[config.mk]
export PLATFORM = sky130hd
export DESIGN_NAME = delayed_repeat_interval_timer
export DESIGN_NICKNAME = d
export VERILOG_FILES = /design/src/sv/drit_pkg.sv /design/src/sv/drit_ctrl.sv /design/src/sv/drit_dp.sv /design/src/sv/delayed_repeat_interval_timer.sv
export SDC_FILE = /design/constraint.sdc
export NUM_CORES = 1
export LEC_CHECK = 0
export ABC_AREA = 1
export BUFFER_PORTS_ARGS = -buffer_cell sky130_fd_sc_hd__buf_2
export CAP_MARGIN = 20
export CORE_UTILIZATION = 30
export DETAILED_ROUTE_END_ITERATION = 10
export SYNTH_ARGS = -nofsm -noshare
export SYNTH_HDL_FRONTEND = slang
export SYNTH_SLANG_ARGS = --single-unit
export TNS_END_PERCENT = 20
[constraint.sdc]
create_clock -name clk_i -period 3.9 [get_ports clk_i]
set_input_delay 0.585 -clock clk_i [delete_from_list [all_inputs] [get_ports clk_i]]
set_output_delay 0.585 -clock clk_i [all_outputs]
set_load 0.03 [all_outputs]
[src/sv/drit_pkg.sv]
// Package with shared constants and types for the delayed repeat interval timer.
package drit_pkg;

  localparam int unsigned MAX_FIRES_PER_STEP = 16;
  localparam int unsigned FIRE_CNT_W = $clog2(MAX_FIRES_PER_STEP + 1);
  localparam logic [31:0] REPEAT_FOREVER = 32'hFFFF_FFFE;
  localparam logic [31:0] TIME_MAX = 32'hFFFF_FFFF;

  typedef enum logic [1:0] {
    CFG_INTERVAL = 2'd0,
    CFG_DELAY    = 2'd1,
    CFG_REPEAT   = 2'd2
  } cfg_idx_e;

  typedef enum logic [1:0] {
    ST_IDLE,
    ST_EVAL,
    ST_EMIT
  } ctrl_state_e;

  typedef struct packed {
    logic cfg_en;
    logic load_step;
    logic do_fire;
  } ctrl_cmd_t;

  typedef struct packed {
    logic active;
    logic fire_now;
    logic last;
  } dp_status_t;

endpackage

[src/sv/drit_ctrl.sv]
// Controller state machine that sequences step intake and fire emission.
module drit_ctrl (
  input  logic                 clk_i,
  input  logic                 rst_ni,
  input  logic                 in_valid_i,
  output logic                 in_ready_o,
  output logic                 out_valid_o,
  input  logic                 out_ready_i,
  output logic                 cfg_ready_o,
  input  drit_pkg::dp_status_t status_i,
  output drit_pkg::ctrl_cmd_t  cmd_o
);

  drit_pkg::ctrl_state_e state_q, state_d;

  always_ff @(posedge clk_i or negedge rst_ni) begin
    if (!rst_ni) begin
      state_q <= drit_pkg::ST_IDLE;
    end else begin
      state_q <= state_d;
    end
  end

  always_comb begin
    state_d           = state_q;
    in_ready_o        = 1'b0;
    cfg_ready_o       = 1'b0;
    out_valid_o       = 1'b0;
    cmd_o.cfg_en      = 1'b0;
    cmd_o.load_step   = 1'b0;
    cmd_o.do_fire     = 1'b0;
    unique case (state_q)
      drit_pkg::ST_IDLE: begin
        in_ready_o   = 1'b1;
        cfg_ready_o  = !in_valid_i;
        cmd_o.cfg_en = !in_valid_i;
        if (in_valid_i) begin
          cmd_o.load_step = 1'b1;
          if (status_i.active) begin
            state_d = drit_pkg::ST_EVAL;
          end
        end
      end
      drit_pkg::ST_EVAL: begin
        if (status_i.fire_now) begin
          cmd_o.do_fire = 1'b1;
          state_d       = drit_pkg::ST_EMIT;
        end else begin
          state_d = drit_pkg::ST_IDLE;
        end
      end
      drit_pkg::ST_EMIT: begin
        out_valid_o = 1'b1;
        if (out_ready_i) begin
          if (status_i.last) begin
            state_d = drit_pkg::ST_IDLE;
          end else begin
            cmd_o.do_fire = 1'b1;
          end
        end
      end
      default: begin
        state_d = drit_pkg::ST_IDLE;
      end
    endcase
  end

endmodule

[src/sv/drit_dp.sv]
// Datapath with timer registers, elapsed accumulator, fire counter and result registers.
module drit_dp (
  input  logic                 clk_i,
  input  logic                 rst_ni,
  input  drit_pkg::ctrl_cmd_t  cmd_i,
  output drit_pkg::dp_status_t status_o,
  input  logic                 cfg_valid_i,
  input  logic [1:0]           cfg_index_i,
  input  logic [31:0]          cfg_data_i,
  input  logic [31:0]          step_time_i,
  output logic [31:0]          fire_amount_o,
  output logic                 finished_o,
  output logic                 last_fire_o
);

  logic [31:0] interval_q;
  logic [31:0] delay_q;
  logic [31:0] repeat_q;
  logic [31:0] acc_q;
  logic [31:0] cnt_q;
  logic        armed_q;
  logic        delay_pend_q;
  logic        stopped_q;
  logic [drit_pkg::FIRE_CNT_W-1:0] nfire_q;
  logic [31:0] amount_q;
  logic        fin_q;
  logic        last_q;

  logic [32:0] sum;
  logic [31:0] acc_sat;
  logic [31:0] iv;
  logic [31:0] amt;
  logic [31:0] acc_new;
  logic        fire_now;
  logic        more;
  logic [31:0] cnt_new;
  logic        fin;
  logic        room;
  logic        cfg_hit;

  assign sum     = {1'b0, acc_q} + {1'b0, step_time_i};
  assign acc_sat = sum[32] ? drit_pkg::TIME_MAX : sum[31:0];
  assign iv      = (interval_q != 32'd0) ? interval_q : acc_q;
  assign cnt_new = (cnt_q == drit_pkg::TIME_MAX) ? cnt_q : cnt_q + 32'd1;
  assign fin     = (repeat_q != drit_pkg::REPEAT_FOREVER) && (cnt_new > repeat_q);
  assign room    = nfire_q < drit_pkg::FIRE_CNT_W'(drit_pkg::MAX_FIRES_PER_STEP - 1);
  assign cfg_hit = (cfg_index_i == drit_pkg::CFG_INTERVAL) ||
                   (cfg_index_i == drit_pkg::CFG_DELAY) ||
                   (cfg_index_i == drit_pkg::CFG_REPEAT);

  always_comb begin
    if (delay_pend_q) begin
      amt      = delay_q;
      fire_now = acc_q >= delay_q;
      acc_new  = acc_q - delay_q;
      more     = !fin && room && ((interval_q == 32'd0) || (acc_new >= interval_q));
    end else begin
      amt      = iv;
      fire_now = acc_q >= iv;
      acc_new  = acc_q - iv;
      more     = !fin && room && (acc_new != 32'd0) && (acc_new >= iv);
    end
  end

  assign status_o.active   = armed_q && !stopped_q;
  assign status_o.fire_now = fire_now;
  assign status_o.last     = last_q;

  always_ff @(posedge clk_i or negedge rst_ni) begin
    if (!rst_ni) begin
      interval_q   <= '0;
      delay_q      <= '0;
      repeat_q     <= '0;
      acc_q        <= '0;
      cnt_q        <= '0;
      armed_q      <= 1'b0;
      delay_pend_q <= 1'b0;
      stopped_q    <= 1'b0;
      nfire_q      <= '0;
      last_q       <= 1'b0;
    end else if (cmd_i.cfg_en && cfg_valid_i && cfg_hit) begin
      unique case (cfg_index_i)
        drit_pkg::CFG_INTERVAL: interval_q <= cfg_data_i;
        drit_pkg::CFG_DELAY:    delay_q    <= cfg_data_i;
        drit_pkg::CFG_REPEAT:   repeat_q   <= cfg_data_i;
        default: ;
      endcase
      acc_q     <= '0;
      cnt_q     <= '0;
      armed_q   <= 1'b0;
      stopped_q <= 1'b0;
      if (cfg_index_i == drit_pkg::CFG_DELAY) begin
        delay_pend_q <= cfg_data_i != 32'd0;
      end else begin
        delay_pend_q <= delay_q != 32'd0;
      end
    end else if (cmd_i.load_step) begin
      if (!stopped_q) begin
        if (!armed_q) begin
          armed_q <= 1'b1;
          acc_q   <= '0;
          cnt_q   <= '0;
        end else begin
          acc_q   <= acc_sat;
          nfire_q <= '0;
        end
      end
    end else if (cmd_i.do_fire) begin
      acc_q        <= acc_new;
      cnt_q        <= cnt_new;
      delay_pend_q <= 1'b0;
      nfire_q      <= nfire_q + drit_pkg::FIRE_CNT_W'(1);
      last_q       <= !more;
      if (fin) begin
        stopped_q <= 1'b1;
      end
    end
  end

  always_ff @(posedge clk_i) begin
    if (cmd_i.do_fire) begin
      amount_q <= amt;
      fin_q    <= fin;
    end
  end

  assign fire_amount_o = amount_q;
  assign finished_o    = fin_q;
  assign last_fire_o   = last_q;

endmodule

[src/sv/delayed_repeat_interval_timer.sv]
// Top level of the delayed repeat interval timer.
//
//   Channel  Direction  Handshake              Payload
//   in       input      in_valid_i/in_ready_o   step_time_i
//   out      output     out_valid_o/out_ready_i fire_amount_o, finished_o, last_fire_o
//   cfg      input      cfg_valid_i/cfg_ready_o cfg_index_i, cfg_data_i
//
// A step is accepted in ST_IDLE and, when the timer is armed and running, is tested
// for its first fire in ST_EVAL. Each further fire is produced in the cycle its
// predecessor is taken; no new step is accepted until a step's last fire is taken.
// Throughput is set by the single compare and subtract unit on the accumulator.
// Register writes are taken only when idle and no step is offered.
// Reset clears all but the amount_q and fin_q registers; output stalls hold the fire.
module delayed_repeat_interval_timer (
  input  logic        clk_i,
  input  logic        rst_ni,
  input  logic        in_valid_i,
  output logic        in_ready_o,
  input  logic [31:0] step_time_i,
  output logic        out_valid_o,
  input  logic        out_ready_i,
  output logic [31:0] fire_amount_o,
  output logic        finished_o,
  output logic        last_fire_o,
  input  logic        cfg_valid_i,
  output logic        cfg_ready_o,
  input  logic [1:0]  cfg_index_i,
  input  logic [31:0] cfg_data_i
);

  drit_pkg::ctrl_cmd_t  cmd;
  drit_pkg::dp_status_t status;

  drit_ctrl u_ctrl (
    .clk_i       (clk_i),
    .rst_ni      (rst_ni),
    .in_valid_i  (in_valid_i),
    .in_ready_o  (in_ready_o),
    .out_valid_o (out_valid_o),
    .out_ready_i (out_ready_i),
    .cfg_ready_o (cfg_ready_o),
    .status_i    (status),
    .cmd_o       (cmd)
  );

  drit_dp u_dp (
    .clk_i         (clk_i),
    .rst_ni        (rst_ni),
    .cmd_i         (cmd),
    .status_o      (status),
    .cfg_valid_i   (cfg_valid_i),
    .cfg_index_i   (cfg_index_i),
    .cfg_data_i    (cfg_data_i),
    .step_time_i   (step_time_i),
    .fire_amount_o (fire_amount_o),
    .finished_o    (finished_o),
    .last_fire_o   (last_fire_o)
  );

endmodule

==> metrics.md <==
| Metric | Value |
|---|---|
| CTS tree | done |
| Fin crit share | 1.108 |
| Worst EP required | 4.37 ns |
| Initial Utilization | 0.3034 |
| Die width | 248.8 um |
| Post-synthesis async set-or-reset flop share | 0.8382 |
| Post-CTS Hold Fix Bufs | 0 |
| Clock Latency Late Sink | 0.57 ns |
| Layout net count | 3406 |
| All-Layer GR Usage | 0.2201 |
| Maximum clock frequency | 231.4 MHz |
| Ys Warns | 0 |
| First-pass GRT wire length | 105800 um |
| Post-DRT Antenna Nets | 0 |
| HPWL Detailed | 55540 um |
| Leading area contributor after synthesis | dfrtp_1 |
| Setup WS pre-CTS | -0.6784 ns |
| Mapped Nets | 2880 |
| Clock Sinks | 204 |
| Root Buffer | clkbuf_16 |
| Starting DRC count in detailed routing | 1488 |
| Core area | 60250 um2 |
| Synth top area cells | dfrtp_1, ha_1, nand2_1 |
| Flop and latch count out of synthesis | 204 |
| Die Height | 248.8 um |
| Max-Cap Viols | 0 |
| Vias per cell | 5.056 |
| Routed WL | 71230 um |
| Setup violators final | 44 |
| Status | complete, but fails checks |
| Count of final hold-check violations | 0 |
| Number of synthesized flops with an enable pin | 33 |
| Synth Cell Area | 18280 um2 |
| Layout Area Growth over Synthesis | 41.82% |
| Fin. max-slew vios | 0 |
| Fillers | 6037 |
| Synth Instances | 2615 |
| Arrival time at the worst endpoint | 4.79 ns |
| Vias | 19934 |
| Startpoint Class | register |
| Synth top area share | 0.2341 |
| Crit-path max FO | 6 |
| GPL Wtd Cong | 0.9447 |
| Grt ovf | 0 |
| I/O pin count | 108 |
| WS Path Type | reg -> reg |
| Synth Flop Type | dfrtp_1 |
| PnR worst setup slack | -0.4221 ns |
| Crit end category | register |
| Antenna diodes | 0 |
| Layout cells sized above 1 | 0.3122 |
| Failing checks | setup timing |
| IO Port Bufs | 107 |
| Row count | 90 |
| Initial antenna violation count | 0 |
| Slew headroom | 0.3366 |
| Pin count of the biggest net entering global routing | 94 |
| Clock Path Buffers | 3 |
| RSZ-0062 raised after global routing | true |
| DRC viols | 0 |
| Clk_skew | 0.02394 ns |
| # H-tree levels | 1 |
| WL/cell | 18.07 um |
| Crit path time final | 4.322 ns |
| Die area | 61920 um2 |
| CTS Buf Count | 26 |
| Worst slew pin tran | 0.9951 ns |
| Unique masters post-synth | 63 |
| Detailed-router iteration count before antenna repair | 5 |
| HP Class | in -> async |
| Mean Syn Cell Area | 6.990 um2 |
| Clock transition at path regs | 0.07 ns |
| Vias in the first global route | 18563 |
| Sequential area share after synthesis | 0.2883 |
cells in the final DEF, fill, tap and decap left out, types with 38 or more instances in the layout:
cell type and instances:
nand4_1 38, inv_1 319, o21ai_0 203, buf_4 404, nor2_1 181, a21oi_1 161, ha_1 159, o21ai_2 45
dfrtp_1 170, xor2_1 50, buf_2 106, o21ai_1 38, nand3_1 95, nand2_1 539, nand2_2 79
routing by layer:
metal  up-vias  part of all wire  GRT usage  wire length, um
met4         0             0.027    0.05785             1908
met1      9349              0.45     0.3045            32020
met3       103             0.058    0.01735             4132
li1       9892                 -          -                -
met2       590              0.47     0.3678            33180
met5         -                 0          0                0
layout make-up:
type | count | area, um2 | area share
multi-input combinational | 2010 | 13100 | 0.5053
sequential | 204 | 5271 | 0.2033
timing repair buffer | 557 | 4349 | 0.1678
inverter | 342 | 1305 | 0.05034
tap | 782 | 978.4 | 0.03774
clock buffer | 35 | 735.7 | 0.02838
clock inverter | 13 | 185.2 | 0.007143
repair_timing:
item | CTS | global route
cloned | 9 | 3
gates resized for setup | 226 | 195
setup endpoints to repair | 106 | 106
setup buffers | 43 | 26
endpoints found under the hold margin | 0 | 0
pin swaps | 92 | 119
state kept, by name, indices dropped and copies added, names as in the netlist:
signal and flops:
u_dp.delay_q 32, u_dp.cnt_q 32, u_dp.last_fire_o 1, u_dp.acc_q 32, u_dp.interval_q 32, u_dp.repeat_q 32, u_dp.finished_o 1, u_ctrl.state_q 2
u_dp.armed_q 1, u_dp.delay_pend_q 1, u_dp.fire_amount_o 32, u_dp.nfire_q 5, u_dp.stopped_q 1
stage by stage:
step | area [um2] | hold slack (ns) | utilization | setup TNS, ns | instances
5_1_grt | 25920 | 0.07118 | 0.4303 | -14.91 | 3943
4_1_cts | 24780 | 0.05512 | 0.4113 | -1.348 | 3916
2_1_floorplan | 18330 | 0.2894 | - | 0 | 2615
3_5_place_dp | 22480 | 0.5059 | 0.3731 | -33.50 | 3816
3_3_place_gp | 22480 | 0.5015 | 0.3731 | -33.68 | 3816
6_report | 25920 | 0.02180 | 0.4303 | -2.437 | 3943
critical path, cell delays in order (launching register included):
cell and delay (ns):
dfrtp_1 0.38, nor2_2 0.15, nand2_1 0.07, nor2_1 0.14
nand2_2 0.14, clkinv_4 0.15, nand2_8 0.09, buf_6 0.14
nand2_2 0.08, o21ai_4 0.08, ha_4 0.29, a21oi_4 0.20
o21ai_2 0.11, a21oi_2 0.22, nor2_2 0.08, a311oi_2 0.26
nand2_2 0.09, nand2_2 0.09, nand2_4 0.07, ha_4 0.26
nand4_1 0.18, nor3_4 0.28, nor4b_4 0.24, nand2_1 0.11
nand2_2 0.09, nand2_2 0.06, nand2_2 0.08, a21oi_2 0.06
logic make-up (layout without fill, tap and decap cells):
logic type               count (synthesis)  in the layout  synth area share
buffers and inverters                  403            947           0.08699
XOR/XNOR                                66             66           0.03162
AO/OA/AOI/OAI                          603            603            0.1856
AND/OR/NAND/NOR                       1144           1146            0.2733
adder cells (fa/ha/maj)                194            194            0.1336
flip-flops                             204            204            0.2883
multiplexers                             1              1         0.0005476
synth_stat cells (5+ instances only):
cell type,number
clkbuf_1,44
a21o_1,7
nor4_1,32
edfxtp_1,33
o211ai_1,11
o21ai_0,238
nor2_1,217
buf_6,7
a32oi_1,9
and3_1,5
nand4_1,38
o221ai_1,6
inv_1,336
buf_2,7
nand3_2,5
a21oi_1,198
o21ai_1,35
or2_2,24
ha_1,192
a21boi_0,8
xnor2_1,15
o21a_1,14
o21ai_2,22
xor2_1,51
nand2_1,624
a31oi_1,17
o21bai_1,6
nand3b_1,6
nand3_1,118
nor3_1,33
a211oi_1,10
nand2_2,16
dfrtp_1,171
final timing paths:
check                                   start          endpoint  slack (ns)  depth (start not counted)
max                        u_dp.interval_q[1]  u_dp.last_fire_o       -0.42                         27
min                                    rst_ni     u_dp.cnt_q[5]        0.02                          1
max reg2reg                u_dp.interval_q[1]  u_dp.last_fire_o       -0.42                         27
min reg2reg                   u_dp.nfire_q[1]   u_dp.nfire_q[1]        0.52                          2
max in group asynchronous              rst_ni  u_dp.delay_q[31]        2.90                          2
min in group clk_i              cfg_data_i[5]  u_dp.repeat_q[5]        0.27                          3
Power is not shown: default switching activity piles up to over one toggle a cycle in this logic, so the estimate is an artifact.
